<file path="config.mk">
export PLATFORM = sky130hd
export DESIGN_NAME = rgb_to_hsv_byte
export DESIGN_NICKNAME = d
export VERILOG_FILES = /design/src/design/rthb_pkg.sv /design/src/design/rgb_to_hsv_byte.sv /design/src/design/rthb_front.sv /design/src/design/rthb_div_cell.sv /design/src/design/rthb_back.sv
export SDC_FILE = /design/constraint.sdc
export NUM_CORES = 1
export LEC_CHECK = 0
export CORE_ASPECT_RATIO = 1.75
export CORE_MARGIN = 2
export CORE_UTILIZATION = 65
export CTS_CLUSTER_SIZE = 25
export DETAILED_ROUTE_END_ITERATION = 6
export DONT_BUFFER_PORTS = 1
export GPL_TIMING_DRIVEN = 0
export PLACE_DENSITY = 0.81
export SETUP_SLACK_MARGIN = 0.4
export SLEW_MARGIN = 0
export SYNTH_ARGS = -nofsm -noshare
export SYNTH_HDL_FRONTEND = slang
export SYNTH_SLANG_ARGS = --single-unit
</file>
<file path="constraint.sdc">
create_clock -name clk -period 18.2 [get_ports clk]
set_input_delay 0 -clock clk [delete_from_list [all_inputs] [get_ports clk]]
set_output_delay 0 -clock clk [all_outputs]
set_load 0.05 [all_outputs]
</file>
<file path="src/design/rthb_pkg.sv">
package rthb_pkg;

  localparam int unsigned PIX_W    = 8;
  localparam int unsigned ACC_W    = 2 * PIX_W;
  localparam int unsigned DIV_STEPS = PIX_W;

  localparam logic [PIX_W-1:0] HUE_SCALE     = 8'd43;
  localparam logic [PIX_W-1:0] HUE_OFS_RED   = 8'd0;
  localparam logic [PIX_W-1:0] HUE_OFS_GREEN = 8'd85;
  localparam logic [PIX_W-1:0] HUE_OFS_BLUE  = 8'd171;

  // Beat carried down the divider chain. Each accumulator holds the partial
  // remainder in its upper half and numerator bits, then quotient bits, below.
  typedef struct packed {
    logic             gray;
    logic             neg;
    logic [PIX_W-1:0] offset;
    logic [PIX_W-1:0] value;
    logic [PIX_W-1:0] sat_den;
    logic [PIX_W-1:0] hue_den;
    logic [ACC_W-1:0] sat_acc;
    logic [ACC_W-1:0] hue_acc;
  } rthb_beat_t;

  // One restoring division step: shift in the next numerator bit, subtract
  // the divisor if it fits, shift in the quotient bit.
  function automatic logic [ACC_W-1:0] div_step(input logic [ACC_W-1:0] acc,
                                               input logic [PIX_W-1:0] den);
    logic [PIX_W:0] trial;
    logic [PIX_W:0] diff;
    logic           fits;
    trial = acc[ACC_W-1:PIX_W-1];
    diff  = trial - {1'b0, den};
    fits  = (trial >= {1'b0, den});
    if (fits) begin
      div_step = {diff[PIX_W-1:0], acc[PIX_W-2:0], 1'b1};
    end else begin
      div_step = {trial[PIX_W-1:0], acc[PIX_W-2:0], 1'b0};
    end
  endfunction

endpackage

</file>
<file path="src/design/rgb_to_hsv_byte.sv">
// Channel  Handshake           Payload
// -------  ------------------  ------------------------------
// input    in_valid/in_ready   red, green, blue (8b unsigned)
// output   out_valid/out_ready hue, saturation, brightness (8b)
//
// Takes one pixel per clock while the output does not stall; each pixel
// passes a register for max/min and numerators, eight divider cells (one
// quotient bit each, saturation and hue side by side) and the output reg.
// Reset (rst, synchronous) empties every stage; no other state is kept.
// A stall at the output fills empty stages first, so ready drops only
// once all ten stages hold a beat.
module rgb_to_hsv_byte import rthb_pkg::*; (
  input  logic             clk,
  input  logic             rst,
  input  logic             in_valid,
  output logic             in_ready,
  input  logic [PIX_W-1:0] red,
  input  logic [PIX_W-1:0] green,
  input  logic [PIX_W-1:0] blue,
  output logic             out_valid,
  input  logic             out_ready,
  output logic [PIX_W-1:0] hue,
  output logic [PIX_W-1:0] saturation,
  output logic [PIX_W-1:0] brightness
);

  // Link k feeds cell k; link DIV_STEPS feeds the output stage.
  logic       link_valid [DIV_STEPS+1];
  logic       link_ready [DIV_STEPS+1];
  rthb_beat_t link_beat  [DIV_STEPS+1];

  // Find extremes, pick the hue sector, form both numerators.
  rthb_front u_front (
    .clk       (clk),
    .rst       (rst),
    .in_valid  (in_valid),
    .in_ready  (in_ready),
    .red       (red),
    .green     (green),
    .blue      (blue),
    .out_valid (link_valid[0]),
    .out_ready (link_ready[0]),
    .out_beat  (link_beat[0])
  );

  // Row of restoring-division cells, one quotient bit per cell.
  for (genvar k = 0; k < DIV_STEPS; k++) begin : g_cell
    rthb_div_cell u_cell (
      .clk       (clk),
      .rst       (rst),
      .in_valid  (link_valid[k]),
      .in_ready  (link_ready[k]),
      .in_beat   (link_beat[k]),
      .out_valid (link_valid[k+1]),
      .out_ready (link_ready[k+1]),
      .out_beat  (link_beat[k+1])
    );
  end

  // Apply hue sign and offset, zero hue and saturation of gray pixels, hold the result.
  rthb_back u_back (
    .clk        (clk),
    .rst        (rst),
    .in_valid   (link_valid[DIV_STEPS]),
    .in_ready   (link_ready[DIV_STEPS]),
    .in_beat    (link_beat[DIV_STEPS]),
    .out_valid  (out_valid),
    .out_ready  (out_ready),
    .hue        (hue),
    .saturation (saturation),
    .brightness (brightness)
  );

endmodule

</file>
<file path="src/design/rthb_front.sv">
module rthb_front import rthb_pkg::*; (
  input  logic             clk,
  input  logic             rst,
  input  logic             in_valid,
  output logic             in_ready,
  input  logic [PIX_W-1:0] red,
  input  logic [PIX_W-1:0] green,
  input  logic [PIX_W-1:0] blue,
  output logic             out_valid,
  input  logic             out_ready,
  output rthb_beat_t       out_beat
);

  logic [PIX_W-1:0] mx;
  logic [PIX_W-1:0] mn;
  logic [PIX_W-1:0] chroma;
  logic [PIX_W:0]   sdiff;
  logic [PIX_W-1:0] mag;
  logic [PIX_W-1:0] offset;
  logic [ACC_W-1:0] hue_num;
  logic [ACC_W-1:0] sat_num;
  rthb_beat_t       beat_next;

  always_comb begin
    mx = red;
    if (green > mx) mx = green;
    if (blue > mx) mx = blue;
    mn = red;
    if (green < mn) mn = green;
    if (blue < mn) mn = blue;
    chroma = mx - mn;
    // Red wins ties over green, green over blue.
    if (mx == red) begin
      offset = HUE_OFS_RED;
      sdiff  = {1'b0, green} - {1'b0, blue};
    end else if (mx == green) begin
      offset = HUE_OFS_GREEN;
      sdiff  = {1'b0, blue} - {1'b0, red};
    end else begin
      offset = HUE_OFS_BLUE;
      sdiff  = {1'b0, red} - {1'b0, green};
    end
    mag     = sdiff[PIX_W] ? PIX_W'(-sdiff) : sdiff[PIX_W-1:0];
    hue_num = ACC_W'(mag) * ACC_W'(HUE_SCALE);
    sat_num = {chroma, {PIX_W{1'b0}}} - ACC_W'(chroma);

    beat_next.gray    = (chroma == '0);
    beat_next.neg     = sdiff[PIX_W];
    beat_next.offset  = offset;
    beat_next.value   = mx;
    beat_next.sat_den = mx;
    beat_next.hue_den = chroma;
    beat_next.sat_acc = sat_num;
    beat_next.hue_acc = hue_num;
  end

  assign in_ready = !out_valid || out_ready;

  always_ff @(posedge clk) begin
    if (rst) begin
      out_valid <= 1'b0;
    end else if (in_ready) begin
      out_valid <= in_valid;
    end
  end

  always_ff @(posedge clk) begin
    if (in_ready && in_valid) begin
      out_beat <= beat_next;
    end
  end

endmodule

</file>
<file path="src/design/rthb_div_cell.sv">
module rthb_div_cell import rthb_pkg::*; (
  input  logic       clk,
  input  logic       rst,
  input  logic       in_valid,
  output logic       in_ready,
  input  rthb_beat_t in_beat,
  output logic       out_valid,
  input  logic       out_ready,
  output rthb_beat_t out_beat
);

  rthb_beat_t beat_next;

  // Advance both quotients by one bit; sideband rides along.
  always_comb begin
    beat_next         = in_beat;
    beat_next.sat_acc = div_step(in_beat.sat_acc, in_beat.sat_den);
    beat_next.hue_acc = div_step(in_beat.hue_acc, in_beat.hue_den);
  end

  assign in_ready = !out_valid || out_ready;

  always_ff @(posedge clk) begin
    if (rst) begin
      out_valid <= 1'b0;
    end else if (in_ready) begin
      out_valid <= in_valid;
    end
  end

  always_ff @(posedge clk) begin
    if (in_ready && in_valid) begin
      out_beat <= beat_next;
    end
  end

endmodule

</file>
<file path="src/design/rthb_back.sv">
module rthb_back import rthb_pkg::*; (
  input  logic             clk,
  input  logic             rst,
  input  logic             in_valid,
  output logic             in_ready,
  input  rthb_beat_t       in_beat,
  output logic             out_valid,
  input  logic             out_ready,
  output logic [PIX_W-1:0] hue,
  output logic [PIX_W-1:0] saturation,
  output logic [PIX_W-1:0] brightness
);

  logic [PIX_W-1:0] q_hue;
  logic [PIX_W-1:0] hue_next;
  logic [PIX_W-1:0] sat_next;

  always_comb begin
    q_hue = in_beat.hue_acc[PIX_W-1:0];
    if (in_beat.gray) begin
      hue_next = '0;
      sat_next = '0;
    end else begin
      hue_next = in_beat.neg ? in_beat.offset - q_hue : in_beat.offset + q_hue;
      sat_next = in_beat.sat_acc[PIX_W-1:0];
    end
  end

  assign in_ready = !out_valid || out_ready;

  always_ff @(posedge clk) begin
    if (rst) begin
      out_valid <= 1'b0;
    end else if (in_ready) begin
      out_valid <= in_valid;
    end
  end

  always_ff @(posedge clk) begin
    if (in_ready && in_valid) begin
      hue        <= hue_next;
      saturation <= sat_next;
      brightness <= in_beat.value;
    end
  end

endmodule

</file>
Yosys cells after proc, flatten, opt, wreduce, memory -nomap -nowiden
Cells that the tools add are included.

word-level totals
  register bits = 530
  input bits = 28
  output and inout bits = 26
  word-level logic and storage cells = 177

cells by class
  $add $sub $neg = 22
  multiply operators = 1
  magnitude comparators = 20
  equality and inequality tests = 2
  muxes and demuxes = 25
  reductions and logical operators = 31

operators by type and width
  kind                                                                  count
  16-bit two-way mux                                                    13
  9-bit by 8-bit greater-or-equal comparator with 1-bit output          15
  8-bit subtractor                                                      15
  8-bit two-way mux                                                     7
  8-bit by 8-bit subtractor with 9-bit output                           3
  9-bit two-way mux                                                     2
  8-bit == test                                                         2
  8-bit > comparator                                                    2
  8-bit < comparator                                                    2
  16-bit by 8-bit subtractor with 16-bit output                         1
  15-bit two-way mux                                                    1
  8-bit by 6-bit multiplier with 14-bit output (second input constant)  1
  1-bit logical AND                                                     10
  1-bit zero test                                                       10
  1-bit logical OR                                                      10
  8-bit adder                                                           1
  7-bit by 8-bit greater-or-equal comparator with 1-bit output          1
  8-bit zero test                                                       1
  8-bit negator                                                         1
  7-bit by 8-bit subtractor with 8-bit output                           1
  1-bit two-way mux                                                     2

Longest topological paths before layout
  word-level depth = 12
  gate-level depth with buffers = 40
  depth with buffers taken out = 36

Hierarchy
A second synthesis with hierarchy kept.

second synthesis, totals
  cells, all modules = 2,285
  area, all modules = 30,938.4 um^2

by module, submodules not included
  module                                instances  cells each  area each (um^2)  seq. area each (um^2)
  rthb_div_cell (g_cell[2].u_cell ...)  3          202         3,041.7           2,001.9
  rthb_div_cell (g_cell[0].u_cell ...)  3          197         3,021.6           2,001.9
  rthb_front                            1          580         5,482.8           1,521.5
  rthb_div_cell (g_cell[7].u_cell)      1          204         2,996.6           2,001.9
  rthb_div_cell (g_cell[5].u_cell)      1          196         2,959.1           2,001.9
  rthb_back                             1          108         1,310.0           740.7

Worst setup path after synthesis
No wires, ideal clock.

  kind = input to register
  start = in green[6]
  end = reg u_front.out_beat[13] (netlist name), data pin
  library setup time = 258 ps
  arrival = 7,427 ps
  data required time = 17,942 ps
  path slack = 10,515 ps
  stages on the path = 38
  path buffers = 3
  cells stage by stage = inv_1 > ha_1 > a21o_1 > a221oi_4 > and2_4 > buf_6 > clkbuf_1 > nor2_1 > a21oi_1 > ha_1 > nand4_1 > nor2_1 > a21oi_1 > or2_1 > clkbuf_2 > mux2_2 > and2_0 > a221o_1 > [... 2 more ...] > ha_1 > nand3b_1 > xor2_2 > xnor3_1 > ha_1 > ha_1 > ha_1 > fa_1 > a21o_1 > a21oi_1 > o21bai_1 > a21oi_1 > nor2b_1 > o21a_1 > o21ai_0 > nand2b_1 > a21oi_1 > xnor2_1

RTL lines
  element               RTL line               RTL
  start, declared       rgb_to_hsv_byte.sv:18  input logic [PIX_W-1:0] green,
  end signal, assigned  rthb_front.sv:69       out_beat <= beat_next;
  end, declared         rthb_front.sv:11       output rthb_beat_t out_beat

==> key figures <==
Status
  • Outcome: completed

Routing
  • Total number of vias: 15521
  • Initial DRC count: 820
  • Via density: between 5 and 6
  • Post-Route WL: approximately 49000 um
  • Pre-Repair DR Iteration Count: 5
  • DRC: 0
  • Drt wl/cell: between 15 and 20 um
  • Post-route ant nets: 0

Cells and area
  • Layout area overhead: 9.48%
  • Layout cells sized above 1: 0.0558
  • Antenna diode count: 0
  • Fill count: 2382
  • Register area: between 10000 and 15000 um2
  • Final net count: about 2400
  • Area of the multi-input gates: about 9400 um2
  • Final Util: 0.721

Synthesis
  • Post-synth EDFFs: about 470
  • Post-synthesis mux area share: 0.00969
  • Ys Warns: 0
  • Post-synth cell types: 80
  • Ys async rst share: 0
  • Top FF cell, synth: edfxtp_1
  • Largest family of logic cells by synthesized area: adder cells
  • Compound-gate portion of the synthesized area: 0.113
  • XOR/XNOR share of the synthesized area: 0.0425
  • Yosys reg bits: roughly 480
  • Syn avg cell area: between 10 and 15 um2
  • Share of the synthesized area in the top cell type: 0.566
  • Leading area contributor after synthesis: edfxtp_1
  • Post-synthesis sequential area ratio: 0.574
  • Cell Area, Synth: about 25000 um2
  • Simple-Gate Fraction of Synth Area: 0.0791
  • Area contributors post-synth: edfxtp_1 (57%), ha_1 (11%), inv_1 (4.6%)
  • Post-synthesis cell count: roughly 2000
  • Adder-cell share of the synthesized area: 0.132
  • Syn nets: 2303

Clocking
  • CTS Root Cell: clkbuf_16
  • Total CTS buffers: 39
  • Num Clock Sinks: 477
  • CTS tree: yes
  • Worst-Skew Late Latency: 0.56 ns
  • H-Tree Depth: 2
  • # resized after CTS: 0
  • Clock transition at the registers of the reported paths: 0.07 ns
  • Post-CTS Setup Repair Bufs: 0
  • Clock Path Buffers: 3
  • Cts hold-fix bufs: 18

Global route
  • Grt total ovfl: 0
  • First-pass GRT wire length: about 79000 um
  • Initial antenna violation count: 0
  • Total GRT Usage: 0.254
  • Vias in the first global route: about 17000
  • Largest net degree at the start of global routing: 32

Flow run
  • Max_cap viols: 0

Critical path
  • Required @ worst endpoint: approximately 19 ns
  • CP dominant cell by count: ha_1
  • Setup CP Type: input pin to flop
  • Worst setup EP type: flop
  • Top fanout value on the critical path: 10
  • Startpoint Class: input pin
  • Slowest stage delay, CP: 0.52 ns
  • Crit path DAT: between 9 and 10 ns
  • Crit-path slowest cell: nor2_2

Floorplanning
  • Io pins: 54
  • Die W: about 150 um
  • Rows: 94
  • Die ar.: about 40000 um2
  • Die Ht: approximately 260 um
  • Core Region: 37600 um2
  • Initial Utilization: 0.659

Placed design
  • PortBufs: 0
  • GPL Wtd Cong: 0.961
  • Hpwl dp: around 37000 um

STA
  • Final Max Slew Viols: 0
  • Final hold vios: 0
  • Unrepaired setup endpoints after global routing: false
  • Relative slew slack: 0.397
  • Fmax: between 0.1 and 0.15 GHz
  • Tcrit/Tclk final: 0.479
  • Setup TNS: 0 ns
  • Setup Skew: approximately 0.017 ns
  • Tmin final: slightly below 9 ns
  • Endpoints failing setup: 0
  • Least-Margin Pin Slew: roughly 0.9 ns

Pwr
  • PD cells: 142 nW/um2
  • Leak: 10.8 nW
  • Pwr Total: about 3.9 mW
  • VDD IR max: about 0.00013 V

Min path
  • Hold Path Class: input pin to flop
-- path summary, 6_finish.rpt --
path | start | to | slack, ns | cells after the start
worst min register to register | g_cell[5].u_cell.out_beat[5] | g_cell[6].u_cell.out_beat[6] | 0.41 | 0
worst max register to register | u_back.out_valid | u_front.out_beat[31] | 13.35 | 9
worst max-delay path | green[6] | u_front.out_beat[13] | 9.49 | 37
worst min-delay path | in_valid | u_front.out_beat[16] | 0.01 | 1
-- through the flow --
stage	hold WS (ns)	std cells	setup WS, ns	instance area [um2]
CTS	0.00110	2611	9.63	27100
floorplan	0.129	2031	10.52	24800
global route	0.0120	2611	8.98	27100
global placement	0.135	2511	9.19	25400
detailed placement	0.154	2521	9.11	25700
finish	0.0132	2611	9.49	27100
-- where the power goes --
| group | internal [mW] | leakage (nW) | switching [mW] | total [mW] |
|---|---|---|---|---|
| sequential | 1.42 | 4.35 | 0.0550 | 1.48 |
| combinational | 0.678 | 5.87 | 0.860 | 1.54 |
| clock | 0.451 | 0.609 | 0.382 | 0.833 |
-- flip-flops by register name, indices dropped and copies added, names as in the netlist --
register and flops:
g_cell.u_cell.out_beat 393, u_front.out_beat 50, u_back.out_valid 1, g_cell.u_cell.out_valid 8, u_back.hue 8, u_front.out_valid 1
u_back.brightness 8, u_back.saturation 8
-- layout make-up --
class | instances | share of cell area
multi-input combinational | 1228 | 0.346
timing repair buffer | 28 | 0.0149
inverter | 302 | 0.0418
clock inverter | 27 | 0.00890
tap | 480 | 0.0221
sequential | 477 | 0.524
buffer | 24 | 0.00420
clock buffer | 45 | 0.0375
-- Yosys cell counts (5+ instances only) --
| cell type | number |
|---|---|
| clkbuf_1 | 20 |
| a311oi_1 | 13 |
| a21boi_0 | 22 |
| nand2b_1 | 14 |
| mux2i_1 | 11 |
| o21a_1 | 5 |
| o211ai_1 | 5 |
| a21oi_1 | 119 |
| xor2_1 | 54 |
| nor2b_1 | 45 |
| nand4_1 | 32 |
| a31oi_1 | 8 |
| ha_1 | 216 |
| mux2_2 | 6 |
| nand2_1 | 119 |
| xnor2_1 | 59 |
| o31ai_1 | 27 |
| fa_1 | 28 |
| and2_1 | 5 |
| nor2_1 | 123 |
| nor3_1 | 14 |
| and3_1 | 22 |
| a21o_1 | 46 |
| o21bai_1 | 19 |
| dfxtp_1 | 10 |
| o21ai_0 | 137 |
| edfxtp_1 | 467 |
| inv_1 | 301 |
| nand3_1 | 10 |
-- critical path, delay by kind of cell --
family                   cells  cell delay [ns]
AO/OA/AOI/OAI               13             3.09
XOR/XNOR                     3             0.83
adder cells (fa/ha/maj)      7             2.18
buffers and inverters        4             0.70
multiplexers                 1             0.47
AND/OR/NAND/NOR              9             1.74
-- cells by family (layout without fill, tap and decap cells) --
| kind of cell | count (synthesis) | count (layout) |
|---|---|---|
| compound gates | 440 | 440 |
| buf+inv | 326 | 426 |
| mux | 21 | 21 |
| xor+xnor | 116 | 116 |
| simple gates | 407 | 407 |
| flops | 477 | 477 |
| fa+ha+maj | 244 | 244 |
-- per-layer routing --
| metal | wire length [um] | up-vias | global-route usage |
|---|---|---|---|
| li1 | - | 7394 | - |
| met1 | 14800 | 7462 | 0.211 |
| met2 | 28600 | 448 | 0.510 |
| met3 | 1710 | 217 | 0.0366 |
| met4 | 4080 | 0 | 0.183 |
| met5 | 0 | - | 0 |
-- cell usage in the layout (no fill, tap or decap), types with 22 or more instances in the layout --
master     netlist  routed
o21ai_0        137     137
fa_1            28      28
a21oi_1        119     119
nand2_1        119     119
xor2_1          54      54
clkbuf_16        0      39
ha_1           216     216
o31ai_1         27      27
edfxtp_1       467     467
a21o_1          46      46
nand4_1         32      32
and3_1          22      22
clkbuf_1        20      24
inv_1          301     301
xnor2_1         59      59
nor2_1         123     123
nor2b_1         45      41
Power figures use the tool's default switching activity.
